==> config.mk <==
export PLATFORM = sky130hd
export DESIGN_NAME = program_counter_call_stack_unit
export DESIGN_NICKNAME = d
export VERILOG_FILES = /design/src/rtl/pcs_pkg.sv /design/src/rtl/pcs_cfg_regs.sv /design/src/rtl/pcs_stack.sv /design/src/rtl/program_counter_call_stack_unit.sv
export SDC_FILE = /design/constraint.sdc
export NUM_CORES = 1
export LEC_CHECK = 0
export ABC_AREA = 0
export BUFFER_PORTS_ARGS = -buffer_cell sky130_fd_sc_hd__buf_2
export CELL_PAD_IN_SITES_DETAIL_PLACEMENT = 1
export CELL_PAD_IN_SITES_GLOBAL_PLACEMENT = 1
export CORE_ASPECT_RATIO = 0.5
export CORE_MARGIN = 3
export CORE_UTILIZATION = 33
export DETAILED_ROUTE_END_ITERATION = 12
export PLACE_DENSITY_LB_ADDON = 0.05
export SLEW_MARGIN = 15
export SYNTH_ARGS = -nofsm -noshare
export SYNTH_HDL_FRONTEND = slang
export SYNTH_SLANG_ARGS = --single-unit
export TNS_END_PERCENT = 1
==> constraint.sdc <==
create_clock -name clk_i -period 4.5 [get_ports clk_i]
set_input_delay 0 -clock clk_i [delete_from_list [all_inputs] [get_ports clk_i]]
set_output_delay 0 -clock clk_i [all_outputs]
set_load 0.02 [all_outputs]
==> src/rtl/pcs_pkg.sv <==
`timescale 1ns / 1ps

package pcs_pkg;

  // Sizing
  localparam int unsigned STACK_DEPTH  = 16;
  localparam int unsigned PC_WIDTH     = 16;
  localparam int unsigned SP_WIDTH     = $clog2(STACK_DEPTH + 1);
  localparam int unsigned ACT_WIDTH    = 4;
  localparam int unsigned SUM_WIDTH    = ACT_WIDTH + 2;
  localparam int unsigned NUM_PINS     = 4;
  localparam int unsigned LIMIT_WIDTH  = 5;
  localparam int unsigned STEP_WIDTH   = 3;
  localparam int unsigned CFG_IDX_W    = 3;
  localparam int unsigned CFG_DATA_W   = 5;
  localparam int unsigned ERR_WIDTH    = 2;

  localparam logic [SP_WIDTH-1:0] LIMIT_RESET =
    SP_WIDTH'((STACK_DEPTH < 16) ? STACK_DEPTH : 16);

  // Summed action codes
  localparam logic [SUM_WIDTH-1:0] ACT_NONE   = SUM_WIDTH'(0);
  localparam logic [SUM_WIDTH-1:0] ACT_JUMP   = SUM_WIDTH'(1);
  localparam logic [SUM_WIDTH-1:0] ACT_CALL   = SUM_WIDTH'(2);
  localparam logic [SUM_WIDTH-1:0] ACT_RETURN = SUM_WIDTH'(3);
  localparam logic [SUM_WIDTH-1:0] ACT_SCALL  = SUM_WIDTH'(4);
  localparam logic [SUM_WIDTH-1:0] ACT_SRET   = SUM_WIDTH'(5);
  localparam logic [SUM_WIDTH-1:0] ACT_HALT   = SUM_WIDTH'(6);
  localparam logic [SUM_WIDTH-1:0] ACT_RESET  = SUM_WIDTH'(7);

  // Configuration register indexes
  localparam logic [CFG_IDX_W-1:0] CFG_JUMP_ACT   = CFG_IDX_W'(0);
  localparam logic [CFG_IDX_W-1:0] CFG_RETURN_ACT = CFG_IDX_W'(1);
  localparam logic [CFG_IDX_W-1:0] CFG_FLAG_O_ACT = CFG_IDX_W'(2);
  localparam logic [CFG_IDX_W-1:0] CFG_FLAG_F_ACT = CFG_IDX_W'(3);
  localparam logic [CFG_IDX_W-1:0] CFG_STACK_LIM  = CFG_IDX_W'(4);
  localparam logic [CFG_IDX_W-1:0] CFG_GROWS_UP   = CFG_IDX_W'(5);
  localparam logic [CFG_IDX_W-1:0] CFG_WORD_WIDTH = CFG_IDX_W'(6);

  // Pin slots in the action table
  localparam int unsigned PIN_JUMP   = 0;
  localparam int unsigned PIN_RETURN = 1;
  localparam int unsigned PIN_FLAG_O = 2;
  localparam int unsigned PIN_FLAG_F = 3;

  // Stack error codes
  localparam logic [ERR_WIDTH-1:0] ERR_NONE      = ERR_WIDTH'(0);
  localparam logic [ERR_WIDTH-1:0] ERR_OVERFLOW  = ERR_WIDTH'(1);
  localparam logic [ERR_WIDTH-1:0] ERR_UNDERFLOW = ERR_WIDTH'(2);

  typedef struct packed {
    logic                jump_pin;
    logic                return_pin;
    logic                flag_o_pin;
    logic                flag_f_pin;
    logic [15:0]         target_address;
    logic                clear_signals;
  } pcs_in_t;

  typedef struct packed {
    logic [15:0]          next_pc;
    logic                 halt_flag;
    logic                 reset_flag;
    logic [ERR_WIDTH-1:0] stack_error;
  } pcs_out_t;

  typedef struct packed {
    logic [NUM_PINS-1:0][ACT_WIDTH-1:0] pin_action;
    logic [SP_WIDTH-1:0]                stack_limit;
    logic                               grows_up;
    logic [STEP_WIDTH-1:0]              word_width;
  } pcs_cfg_t;

  typedef struct packed {
    logic                load;
    logic [SP_WIDTH-1:0] value;
  } pcs_sp_load_t;

  typedef struct packed {
    logic                push;
    logic                pull;
    logic                save0;
    logic [PC_WIDTH-1:0] data;
  } pcs_stack_req_t;

  typedef struct packed {
    logic                full;
    logic                empty;
    logic [PC_WIDTH-1:0] pull_data;
    logic [PC_WIDTH-1:0] slot0_data;
  } pcs_stack_rsp_t;

endpackage

==> src/rtl/pcs_cfg_regs.sv <==
`timescale 1ns / 1ps

module pcs_cfg_regs (
  input  logic                           clk_i,
  input  logic                           rst_ni,
  input  logic                           wr_en_i,
  input  logic [pcs_pkg::CFG_IDX_W-1:0]  wr_index_i,
  input  logic [pcs_pkg::CFG_DATA_W-1:0] wr_data_i,
  output pcs_pkg::pcs_cfg_t              cfg_o,
  output pcs_pkg::pcs_sp_load_t          sp_load_o
);

  pcs_pkg::pcs_cfg_t cfg_q, cfg_d;
  logic [pcs_pkg::LIMIT_WIDTH-1:0] limit_raw;
  logic [pcs_pkg::SP_WIDTH-1:0]    limit_clamped;

  // limits beyond the physical depth are held at the depth
  assign limit_raw     = wr_data_i[pcs_pkg::LIMIT_WIDTH-1:0];
  assign limit_clamped = (limit_raw > pcs_pkg::STACK_DEPTH)
                         ? pcs_pkg::SP_WIDTH'(pcs_pkg::STACK_DEPTH)
                         : pcs_pkg::SP_WIDTH'(limit_raw);

  always_comb begin
    cfg_d = cfg_q;
    sp_load_o.load  = 1'b0;
    sp_load_o.value = cfg_q.grows_up ? '0 : limit_clamped;
    if (wr_en_i) begin
      unique case (wr_index_i)
        pcs_pkg::CFG_JUMP_ACT: begin
          cfg_d.pin_action[pcs_pkg::PIN_JUMP] = wr_data_i[pcs_pkg::ACT_WIDTH-1:0];
        end
        pcs_pkg::CFG_RETURN_ACT: begin
          cfg_d.pin_action[pcs_pkg::PIN_RETURN] = wr_data_i[pcs_pkg::ACT_WIDTH-1:0];
        end
        pcs_pkg::CFG_FLAG_O_ACT: begin
          cfg_d.pin_action[pcs_pkg::PIN_FLAG_O] = wr_data_i[pcs_pkg::ACT_WIDTH-1:0];
        end
        pcs_pkg::CFG_FLAG_F_ACT: begin
          cfg_d.pin_action[pcs_pkg::PIN_FLAG_F] = wr_data_i[pcs_pkg::ACT_WIDTH-1:0];
        end
        pcs_pkg::CFG_STACK_LIM: begin
          cfg_d.stack_limit = limit_clamped;
          sp_load_o.load    = 1'b1;
        end
        pcs_pkg::CFG_GROWS_UP: begin
          cfg_d.grows_up = wr_data_i[0];
        end
        pcs_pkg::CFG_WORD_WIDTH: begin
          cfg_d.word_width = wr_data_i[pcs_pkg::STEP_WIDTH-1:0];
        end
        default: begin
        end
      endcase
    end
  end

  always_ff @(posedge clk_i or negedge rst_ni) begin
    if (!rst_ni) begin
      cfg_q.pin_action  <= '0;
      cfg_q.stack_limit <= pcs_pkg::LIMIT_RESET;
      cfg_q.grows_up    <= 1'b1;
      cfg_q.word_width  <= pcs_pkg::STEP_WIDTH'(1);
    end else begin
      cfg_q <= cfg_d;
    end
  end

  assign cfg_o = cfg_q;

endmodule

==> src/rtl/pcs_stack.sv <==
`timescale 1ns / 1ps

module pcs_stack (
  input  logic                   clk_i,
  input  logic                   rst_ni,
  input  pcs_pkg::pcs_cfg_t      cfg_i,
  input  pcs_pkg::pcs_sp_load_t  sp_load_i,
  input  pcs_pkg::pcs_stack_req_t req_i,
  output pcs_pkg::pcs_stack_rsp_t rsp_o
);

  logic [pcs_pkg::SP_WIDTH-1:0] sp_q, sp_d;
  logic [pcs_pkg::SP_WIDTH-1:0] sp_inc, sp_dec, pull_idx, wr_idx;
  logic                         full, empty, push_ok, pull_ok, wr_en;

  // return addresses; entries are don't-care until written
  logic [pcs_pkg::PC_WIDTH-1:0] store_q [pcs_pkg::STACK_DEPTH+1];

  assign sp_inc = sp_q + pcs_pkg::SP_WIDTH'(1);
  assign sp_dec = sp_q - pcs_pkg::SP_WIDTH'(1);

  assign full  = cfg_i.grows_up ? (sp_q >= cfg_i.stack_limit) : (sp_q == '0);
  assign empty = cfg_i.grows_up ? (sp_q == '0) : (sp_q >= cfg_i.stack_limit);

  assign push_ok  = req_i.push && !full;
  assign pull_ok  = req_i.pull && !empty;
  assign pull_idx = cfg_i.grows_up ? sp_dec : sp_inc;

  // push writes at the pointer, shallow call always uses slot 0
  assign wr_en  = push_ok || req_i.save0;
  assign wr_idx = req_i.save0 ? '0 : sp_q;

  always_comb begin
    priority if (sp_load_i.load) begin
      sp_d = sp_load_i.value;
    end else if (push_ok) begin
      sp_d = cfg_i.grows_up ? sp_inc : sp_dec;
    end else if (pull_ok) begin
      sp_d = cfg_i.grows_up ? sp_dec : sp_inc;
    end else begin
      sp_d = sp_q;
    end
  end

  always_ff @(posedge clk_i or negedge rst_ni) begin
    if (!rst_ni) begin
      sp_q <= '0;
    end else begin
      sp_q <= sp_d;
    end
  end

  always_ff @(posedge clk_i) begin
    if (wr_en) begin
      store_q[wr_idx] <= req_i.data;
    end
  end

  assign rsp_o.full       = full;
  assign rsp_o.empty      = empty;
  assign rsp_o.pull_data  = store_q[pull_idx];
  assign rsp_o.slot0_data = store_q[0];

endmodule

==> src/rtl/program_counter_call_stack_unit.sv <==
`timescale 1ns / 1ps

// Program counter with a return stack, one instruction cycle per request.
// Input channel (in_valid_i / in_stall_o / in_data_i): pin levels, target
//   address and the clear bit of one instruction cycle.
// Output channel (out_valid_o / out_stall_i / out_data_o): next pc, sticky
//   halt and reset requests, and the stack error code.
// Config channel (cfg_valid_i / cfg_ready_o): register index and data; always
//   ready; written only while no request is in flight, a user rule not enforced.
// Flow: the input register holds a request until the output register is free or
//   draining, then evaluated against pc, stack and flags into the output register.
// Throughput: one request per cycle unless the output stalls; the pc, stack
//   pointer and store update in the same cycle the result is registered, so the
//   next request sees them.
// Reset: pc 0, flags clear, stack pointer 0, stack limit 16, growing up, word
//   width 1, all pin actions none; return store contents are undefined.
// Stall: a stalled result holds in the output register; the input register
//   keeps one more request and in_stall_o rises only when both are full.
module program_counter_call_stack_unit (
  input  logic                           clk_i,
  input  logic                           rst_ni,
  input  logic                           in_valid_i,
  output logic                           in_stall_o,
  input  pcs_pkg::pcs_in_t               in_data_i,
  output logic                           out_valid_o,
  input  logic                           out_stall_i,
  output pcs_pkg::pcs_out_t              out_data_o,
  input  logic                           cfg_valid_i,
  output logic                           cfg_ready_o,
  input  logic [pcs_pkg::CFG_IDX_W-1:0]  cfg_index_i,
  input  logic [pcs_pkg::CFG_DATA_W-1:0] cfg_data_i
);

  pcs_pkg::pcs_cfg_t       cfg;
  pcs_pkg::pcs_sp_load_t   sp_load;
  pcs_pkg::pcs_stack_req_t stack_req_c, stack_req;
  pcs_pkg::pcs_stack_rsp_t stack_rsp;

  // input register
  logic             in_valid_q;
  pcs_pkg::pcs_in_t in_data_q;

  // architectural state
  logic [pcs_pkg::PC_WIDTH-1:0] pc_q, pc_d;
  logic                         halt_q, halt_d;
  logic                         rreq_q, rreq_d;

  // output register
  logic                         out_valid_q;
  pcs_pkg::pcs_out_t            out_data_q;
  logic [pcs_pkg::ERR_WIDTH-1:0] err_c;

  logic                          advance;
  logic                          any_pin;
  logic [pcs_pkg::SUM_WIDTH-1:0] action;

  assign cfg_ready_o = 1'b1;

  pcs_cfg_regs u_cfg (
    .clk_i      (clk_i),
    .rst_ni     (rst_ni),
    .wr_en_i    (cfg_valid_i),
    .wr_index_i (cfg_index_i),
    .wr_data_i  (cfg_data_i),
    .cfg_o      (cfg),
    .sp_load_o  (sp_load)
  );

  pcs_stack u_stack (
    .clk_i     (clk_i),
    .rst_ni    (rst_ni),
    .cfg_i     (cfg),
    .sp_load_i (sp_load),
    .req_i     (stack_req),
    .rsp_o     (stack_rsp)
  );

  // Evaluate the held request when the output register is free or draining.
  assign advance    = in_valid_q && (!out_valid_q || !out_stall_i);
  assign in_stall_o = in_valid_q && !advance;

  always_ff @(posedge clk_i or negedge rst_ni) begin
    if (!rst_ni) begin
      in_valid_q <= 1'b0;
    end else if (!in_stall_o) begin
      in_valid_q <= in_valid_i;
    end
  end

  always_ff @(posedge clk_i) begin
    if (in_valid_i && !in_stall_o) begin
      in_data_q <= in_data_i;
    end
  end

  // Sum the action codes of the active pins.
  assign action =
      (in_data_q.jump_pin ? pcs_pkg::SUM_WIDTH'(cfg.pin_action[pcs_pkg::PIN_JUMP]) : '0)
    + (in_data_q.return_pin ? pcs_pkg::SUM_WIDTH'(cfg.pin_action[pcs_pkg::PIN_RETURN]) : '0)
    + (in_data_q.flag_o_pin ? pcs_pkg::SUM_WIDTH'(cfg.pin_action[pcs_pkg::PIN_FLAG_O]) : '0)
    + (in_data_q.flag_f_pin ? pcs_pkg::SUM_WIDTH'(cfg.pin_action[pcs_pkg::PIN_FLAG_F]) : '0);

  assign any_pin = in_data_q.jump_pin | in_data_q.return_pin
                 | in_data_q.flag_o_pin | in_data_q.flag_f_pin;

  always_comb begin
    pc_d        = pc_q;
    halt_d      = in_data_q.clear_signals ? 1'b0 : halt_q;
    rreq_d      = in_data_q.clear_signals ? 1'b0 : rreq_q;
    err_c       = pcs_pkg::ERR_NONE;
    stack_req_c = '{push: 1'b0, pull: 1'b0, save0: 1'b0, data: pc_q};
    unique case (action)
      pcs_pkg::ACT_JUMP: begin
        pc_d = pcs_pkg::PC_WIDTH'(in_data_q.target_address);
      end
      pcs_pkg::ACT_CALL: begin
        // on overflow nothing is stored but the jump still happens
        stack_req_c.push = 1'b1;
        pc_d             = pcs_pkg::PC_WIDTH'(in_data_q.target_address);
        if (stack_rsp.full) begin
          err_c = pcs_pkg::ERR_OVERFLOW;
        end
      end
      pcs_pkg::ACT_RETURN: begin
        stack_req_c.pull = 1'b1;
        if (stack_rsp.empty) begin
          pc_d  = '1;
          err_c = pcs_pkg::ERR_UNDERFLOW;
        end else begin
          pc_d = stack_rsp.pull_data;
        end
      end
      pcs_pkg::ACT_SCALL: begin
        stack_req_c.save0 = 1'b1;
        pc_d              = pcs_pkg::PC_WIDTH'(in_data_q.target_address);
      end
      pcs_pkg::ACT_SRET: begin
        pc_d = stack_rsp.slot0_data;
      end
      pcs_pkg::ACT_HALT: begin
        halt_d = 1'b1;
      end
      pcs_pkg::ACT_RESET: begin
        rreq_d = 1'b1;
      end
      default: begin
        // none, and sums above seven: no effect
      end
    endcase
    // sequential fetch when no pin is active
    if (!any_pin) begin
      pc_d = pc_q + pcs_pkg::PC_WIDTH'(cfg.word_width);
    end
  end

  // push, pull and slot 0 writes happen only on the cycle the request is evaluated
  always_comb begin
    stack_req       = stack_req_c;
    stack_req.push  = stack_req_c.push && advance;
    stack_req.pull  = stack_req_c.pull && advance;
    stack_req.save0 = stack_req_c.save0 && advance;
  end

  always_ff @(posedge clk_i or negedge rst_ni) begin
    if (!rst_ni) begin
      pc_q   <= '0;
      halt_q <= 1'b0;
      rreq_q <= 1'b0;
    end else if (advance) begin
      pc_q   <= pc_d;
      halt_q <= halt_d;
      rreq_q <= rreq_d;
    end
  end

  always_ff @(posedge clk_i or negedge rst_ni) begin
    if (!rst_ni) begin
      out_valid_q <= 1'b0;
    end else if (advance) begin
      out_valid_q <= 1'b1;
    end else if (!out_stall_i) begin
      out_valid_q <= 1'b0;
    end
  end

  always_ff @(posedge clk_i) begin
    if (advance) begin
      out_data_q.next_pc     <= 16'(pc_d);
      out_data_q.halt_flag   <= halt_d;
      out_data_q.reset_flag  <= rreq_d;
      out_data_q.stack_error <= err_c;
    end
  end

  assign out_valid_o = out_valid_q;
  assign out_data_o  = out_data_q;

endmodule
**Word level (Yosys, flattened, before mapping)**

Memories as Yosys holds them, arrays and structs flattened.
Cells that the tools add are included.
Widths: inputs -> output; s select.

- $lt $le $gt $ge: 2
- Add/sub/neg operators: 6
- Multiplexer cells: 33
- Eq/ne operators: 14
- Reduce and logical (&&, ||, !) cells: 27
- Bitwise operators: 3

Operators by type and width:

| cell | count |
|---|---|
| $pmux 16 s3 | 1 |
| $mux 5 | 8 |
| $mux 16 | 2 |
| $eq 6x3->1 const B | 4 |
| $add 16x3->16 | 1 |
| $mux 1 | 16 |
| $mux 4 | 4 |
| $reduce_and 2->1 | 7 |
| $eq 6x2->1 const B | 2 |
| $eq 3x3->1 const B | 3 |
| $logic_and 1x1->1 | 8 |
| $add 5x4->6 | 1 |
| $add 6x4->6 | 1 |
| $eq 3x2->1 const B | 2 |
| $eq 6x1->1 const B | 1 |
| $logic_not 1->1 | 6 |
| $add 4x4->5 | 1 |
| $add 5x1->5 const B | 1 |
| $ge 5x5->1 | 1 |
| $gt 5x5->1 const B | 1 |
| $logic_not 5->1 | 1 |
| $sub 5x1->5 const B | 1 |
| $pmux 2 s2 | 1 |
| $eq 3x1->1 const B | 1 |
| other kinds (7) | 10 |

- Memories kept: 1
- Memory bits (writable): 272
- Word-level logic and storage cells: 109
- Register bits after elaboration: 91
- Bits of input ports: 34
- Output and inout port bits: 23

Memory list:

| name | words | width | read ports | clocked after memory_dff | write ports | line | source |
|---|---|---|---|---|---|---|---|
| u_stack.store_q | 17 | 16 | 2 | 0 | 1 | pcs_stack.sv:17 | `logic [pcs_pkg::PC_WIDTH-1:0] store_q [pcs_pkg::STACK_DEPTH+1];` |

**Logic depth before layout (Yosys ltp)**

- Depth after elaboration: 11
- Depth in mapped cells: 18
- Depth with buffers taken out: 15

**Cells and area by module**

From an unflattened synthesis, not the netlist that was laid out.

- Cell total of the unflattened synthesis: 1,060
- Area total of the unflattened synthesis: 16,393.2 µm²

By module, submodules not included:

| module | cells an instance | seq. area each (µm²) | area an instance (µm²) | instances |
|---|---|---|---|---|
| pcs_stack | 599 | 8,293.0 | 11,359.6 | 1 |
| program_counter_call_stack_unit | 393 | 1,731.7 | 3,945.0 | 1 |
| pcs_cfg_regs | 68 | 629.4 | 1,088.5 | 1 |

**Worst setup path after synthesis**

No wires, ideal clock.

- Path kind: reg2reg
- From: register in_data_q[18] (netlist name)
- To: memory u_stack.store_q[14][0] (netlist name) (enable)
- Path buffers: 1
- Data required time: 4.112 ns
- Arrival time: 4.367 ns
- Clock period less this slack: 4.755 ns
- Cell stages (with the launch flop): 15
- Path slack: -0.255 ns
- Library setup time: 0.388 ns
- Path through: edfxtp_1 nand2_1 fa_1 inv_1 fa_1 ha_1 inv_1 fa_1 nand2b_1 o21ai_1 nand3_1 a2111oi_0 buf_2 nand3_1 nor2_1

- Cells in the longest elaborated chain, start to end: 10
- Elaborated cells on any way between the ends: 14
- Classes of those cells: add/sub (2); eq/ne (2); mux (6); reduce/logical (4)

Ends and longest elaborated chain:

| what | line | source |
|---|---|---|
| start: declaration | program_counter_call_stack_unit.sv:41 | `pcs_pkg::pcs_in_t in_data_q;` |
| start signal: assignment | program_counter_call_stack_unit.sv:92 | `in_data_q <= in_data_i;` |
| $mux 4 * | program_counter_call_stack_unit.sv:100 | `+ (in_data_q.flag_o_pin ? pcs_pkg::SUM_WIDTH'(cfg.pin_action[pcs_pkg::PIN_FLAG_O]) : '0)` |
| $add 5x4->6 * | program_counter_call_stack_unit.sv:100 |  |
| $add 6x4->6 * | program_counter_call_stack_unit.sv:101 | `+ (in_data_q.flag_f_pin ? pcs_pkg::SUM_WIDTH'(cfg.pin_action[pcs_pkg::PIN_FLAG_F]) : '0);` |
| $eq 6x2->1 | program_counter_call_stack_unit.sv:112 | `unique case (action)` |
| $mux 1 | program_counter_call_stack_unit.sv:112 |  |
| $logic_and 1x1->1 | program_counter_call_stack_unit.sv:159 | `stack_req.push = stack_req_c.push && advance;` |
| $logic_and 1x1->1 | pcs_stack.sv:25 | `assign push_ok = req_i.push && !full;` |
| $logic_or 1x1->1 | pcs_stack.sv:30 | `assign wr_en = push_ok \|\| req_i.save0;` |
| $mux 1 | pcs_stack.sv:54 | `if (wr_en) begin` |
| $mux 1 (not written as such) | pcs_stack.sv:55 | `store_q[wr_idx] <= req_i.data;` |
| end: declaration | pcs_stack.sv:17 |  |

Mark *: on every way between the ends. The rest lies on a longest branch, timed or not.

**Final worst setup path**

- From: register in_data_q[18] (netlist name)
- To: register out_data_q (netlist bit out_data_o[11]) (data pin)

- Cells in the longest elaborated chain, start to end: 7
- Elaborated cells on any way between the ends: 13
- Classes of those cells: add/sub (2); eq/ne (5); mux (3); bitwise (2); reduce/logical (1)

Ends and longest elaborated chain:

| what | line | source |
|---|---|---|
| $mux 4 | program_counter_call_stack_unit.sv:100 |  |
| $add 5x4->6 | program_counter_call_stack_unit.sv:100 |  |
| $add 6x4->6 | program_counter_call_stack_unit.sv:101 |  |
| $eq 6x3->1, or another cell as far along | program_counter_call_stack_unit.sv:112 |  |
| $reduce_or 3->1 (no line) | -- |  |
| $pmux 16 s3 | program_counter_call_stack_unit.sv:112 |  |
| $mux 16 * | program_counter_call_stack_unit.sv:151 | `if (!any_pin) begin` |
| named net pc_d (one bit) | program_counter_call_stack_unit.sv:44 | `logic [pcs_pkg::PC_WIDTH-1:0] pc_q, pc_d;` |
| end: declaration | program_counter_call_stack_unit.sv:50 | `pcs_pkg::pcs_out_t out_data_q;` |

The timed path passes the listed nets; every way through them passes the cells marked *.
A chain may end at the register's enable or synchronous reset.

==> impl_metrics.toml <==
[power]
power.total_mw = 13.68
p_leak_nw = 6.678
p_per_area_mw_per_mm2 = 701.8
vdd_drop_max_mv = 0.3396

[synth]
netlist_area_mm2 = 0.01610
synthDistinctLibCells = 76
ys_ff_latch = 363
synth-main-ff-cell = "edfxtp_1"
synth_warnings = 0
synth-async-reset-ratio_pct = 13.77
synth.mux.area_fraction_pct = 11.21
synth-xor-area-share_pct = 1.018
synth_top_family_by_area = "multiplexers"
synth_simple_gate_area_share_pct = 10.41
yosysSeqAreaShare_pct = 66.17
synth.most_common_cell = "edfxtp_1"
synth_compound_gate_area_share_pct = 6.287
synthAdderAreaFrac_pct = 2.285
netlist.area_leader.share_pct = 58.38
avgSynthCellArea_um2 = 14.92
syn_nets = 1137
synthTopCellsByCount = "edfxtp_1, nand2_1, nor3_1"
synth_top_cell_by_area = "edfxtp_1"
netlist_instances = 1079
synth_area_leaders = "edfxtp_1, mux4_2, dfrtp_1"
synth_edf_count = 313

[sta]
period_needed_ps = 4328
fin_skew_ps = 14.57
fmax_ghz = 0.2311
tightest_slew_ps = 1133
drv_slew = 0
max-slew-margin-rel_pct = 24.11
post-route-period-util_pct = 96.17
tns_ps = 0
setup_viol = 0
hold_ws_ps = 152.4
hold_violations = 0
grt_setup_unrepaired = "yes"
setup_ws_ps = 172.4

[cts]
root_buffer = "clkbuf_16"
clk_latency_ps = 550
cts.path.max_buffers = 3
clock_sinks = 363
clkTransAtPathRegs_ps = 60
h-tree-depth = 2
cts_buffers = 37
cts_tree = "done"

[die]
die_area_mm2 = 0.05164
die_h_um = 162.2
ioPinCount = 57
num_rows = 56
core_region_area_mm2 = 0.04751
initial_utilization_pct = 33.89
die_width_um = 318.4

[global_route]
grt_max_degree = 51
antenna_found_initial = 1
first_global_vias = 10715
overflow = 0
track_usage_pct = 19.30
grt_first_pass_wirelength_um = 73880

[critical_path]
start_kind = "register"
ff2ff_setup_slack_ps = 170
required_ps = 4870
cp_data_arrival_time_ps = 4690
endpoint_kind = "register"
path_max_fanout = 6
worstSetupPathType = "register to register"

[placement]
gp_congestion = 0.7952
dp_cells = 1786
dpl-instance-area_mm2 = 0.01769
dp_slack_ps = -113.3
port_buffers = 55
hpwlAfterDp_um = 33290

[finish]
nets = 1285
syn_to_final_growth_pct = 21.04
design_area_mm2 = 0.01949
n_antenna_cell = 0
final_core_util_pct = 41.02
multi_input_area_mm2 = 0.005270
fillers = 4738
layout-drive-gt1-share_pct = 25.30
layout.cells.non_filler = 1891
regArea_mm2 = 0.01066

[route]
drt-wirelength-per-cell_um = 26.29
postRouteAntennaNets = 0
drt_wl_total_um = 49720
drt-pass1-iter-count = 5
vias = 10244
drtIter0Drc = 993
remaining_drc_errors = 0
drt-vias-per-instance = 5.417

[outcome]
outcome = "complete, no violations"

[min_path]
hold_class = "primary input to async pin"

[flow_run]
drv_cap = 0
[power breakdown]
group	internal [mW]	total (mW)	switching, mW
combinational	2.29	5.69	3.40
sequential	4.28	4.80	0.524
clock	1.82	3.19	1.37
[layout make-up]
| class | count | area share (%) |
|---|---|---|
| well taps | 638 | 4.096 |
| repair buffers | 168 | 7.210 |
| multi-input cells | 622 | 27.04 |
| flip-flops and latches | 363 | 54.67 |
| inverters | 35 | 0.6741 |
| clock buffers | 42 | 4.847 |
| clock inverters | 23 | 1.457 |
[state kept, by name (all words and copies together), names as in the netlist]
| name | cells |
|---|---|
| in_data_q | 21 |
| out_data_o | 20 |
| pc_q | 16 |
| rreq_q | 1 |
| u_stack.sp_q | 5 |
| u_cfg.cfg_o | 25 |
| in_valid_q | 1 |
| halt_q | 1 |
| out_valid_o | 1 |
| u_stack.store_q | 272 |
[placed cells by master, fill, tap and decap left out, drive strengths merged, types with 4 or more instances in the layout]
cell | netlist | routed
a21oi | 42 | 42
xnor2 | 7 | 7
o21ai | 30 | 30
mux2 | 26 | 26
nor3 | 58 | 58
fa | 9 | 9
mux4 | 60 | 60
a21o | 6 | 6
a31oi | 6 | 6
buf | 29 | 132
edfxtp | 313 | 313
o211ai | 9 | 9
mux2i | 13 | 13
nand2b | 14 | 14
nor4 | 27 | 27
nand2 | 80 | 80
xor2 | 7 | 7
clkbuf | 30 | 42
inv | 34 | 35
dlygate4sd3 | 0 | 35
nor2b | 5 | 5
and3 | 14 | 14
a311oi | 5 | 5
or3 | 4 | 4
nand3 | 45 | 45
a221oi | 4 | 4
nand4 | 12 | 12
ha | 15 | 15
and2 | 8 | 8
o22ai | 6 | 6
dfrtp | 47 | 47
bufinv | 0 | 5
clkinv | 1 | 18
nor2 | 46 | 46
a22o | 7 | 7
a22oi | 10 | 10
[what timing repair did]
item / in CTS / in global routing
cloned: 0 / 1
pin swaps: 0 / 7
hold buffers: 35 / 0
setup buffers: 0 / 4
resized for setup: 6 / 32
endpoints found under the hold margin: 100 / 0
setup endpoints to repair: 133 / 272
[per-layer routing]
layer / track usage, % / routed length (µm)
met1: 30.18 / 25450
met2: 28.81 / 21610
met3: 3.113 / 2150
met4: 2.671 / 503
met5: 0 / 0
[worst paths after layout]
kind                                              start                     endpoint  depth (start not counted)
min in group clk_i                        in_data_i[13]      in_data_q[13]$_DFFE_PP_                          2
worst max-delay path            in_data_q[18]$_DFFE_PP_     out_data_o[11]$_DFFE_PP_                         15
worst min-delay path                             rst_ni  u_cfg.cfg_o[12]$_DFFE_PN0P_                          3
max in group asynchronous                        rst_ni  u_stack.sp_q[0]$_DFFE_PN0P_                          3
worst min register to register   in_valid_q$_DFFE_PN0N_      out_valid_o$_DFFE_PN0P_                          1
worst max register to register  in_data_q[18]$_DFFE_PP_     out_data_o[11]$_DFFE_PP_                         15
[critical path, cell delays in order (launching register included)]
cell and delay, ps:
edfxtp_1 410, buf_4 170, and2_1 150, fa_1 540, inv_1 50, fa_1 480, inv_1 50, ha_1 190
or3_1 480, or3_4 480, a21oi_2 170, buf_4 190, nand4b_1 140, a221o_1 270, a21oi_1 110, a311oi_1 270
[cell families after synthesis]
family | Yosys count
other cells | 1
fa+ha+maj | 24
buf+inv | 94
simple gates | 332
xor+xnor | 14
flops | 363
mux | 99
compound gates | 152
Power figures use the tool's default switching activity.
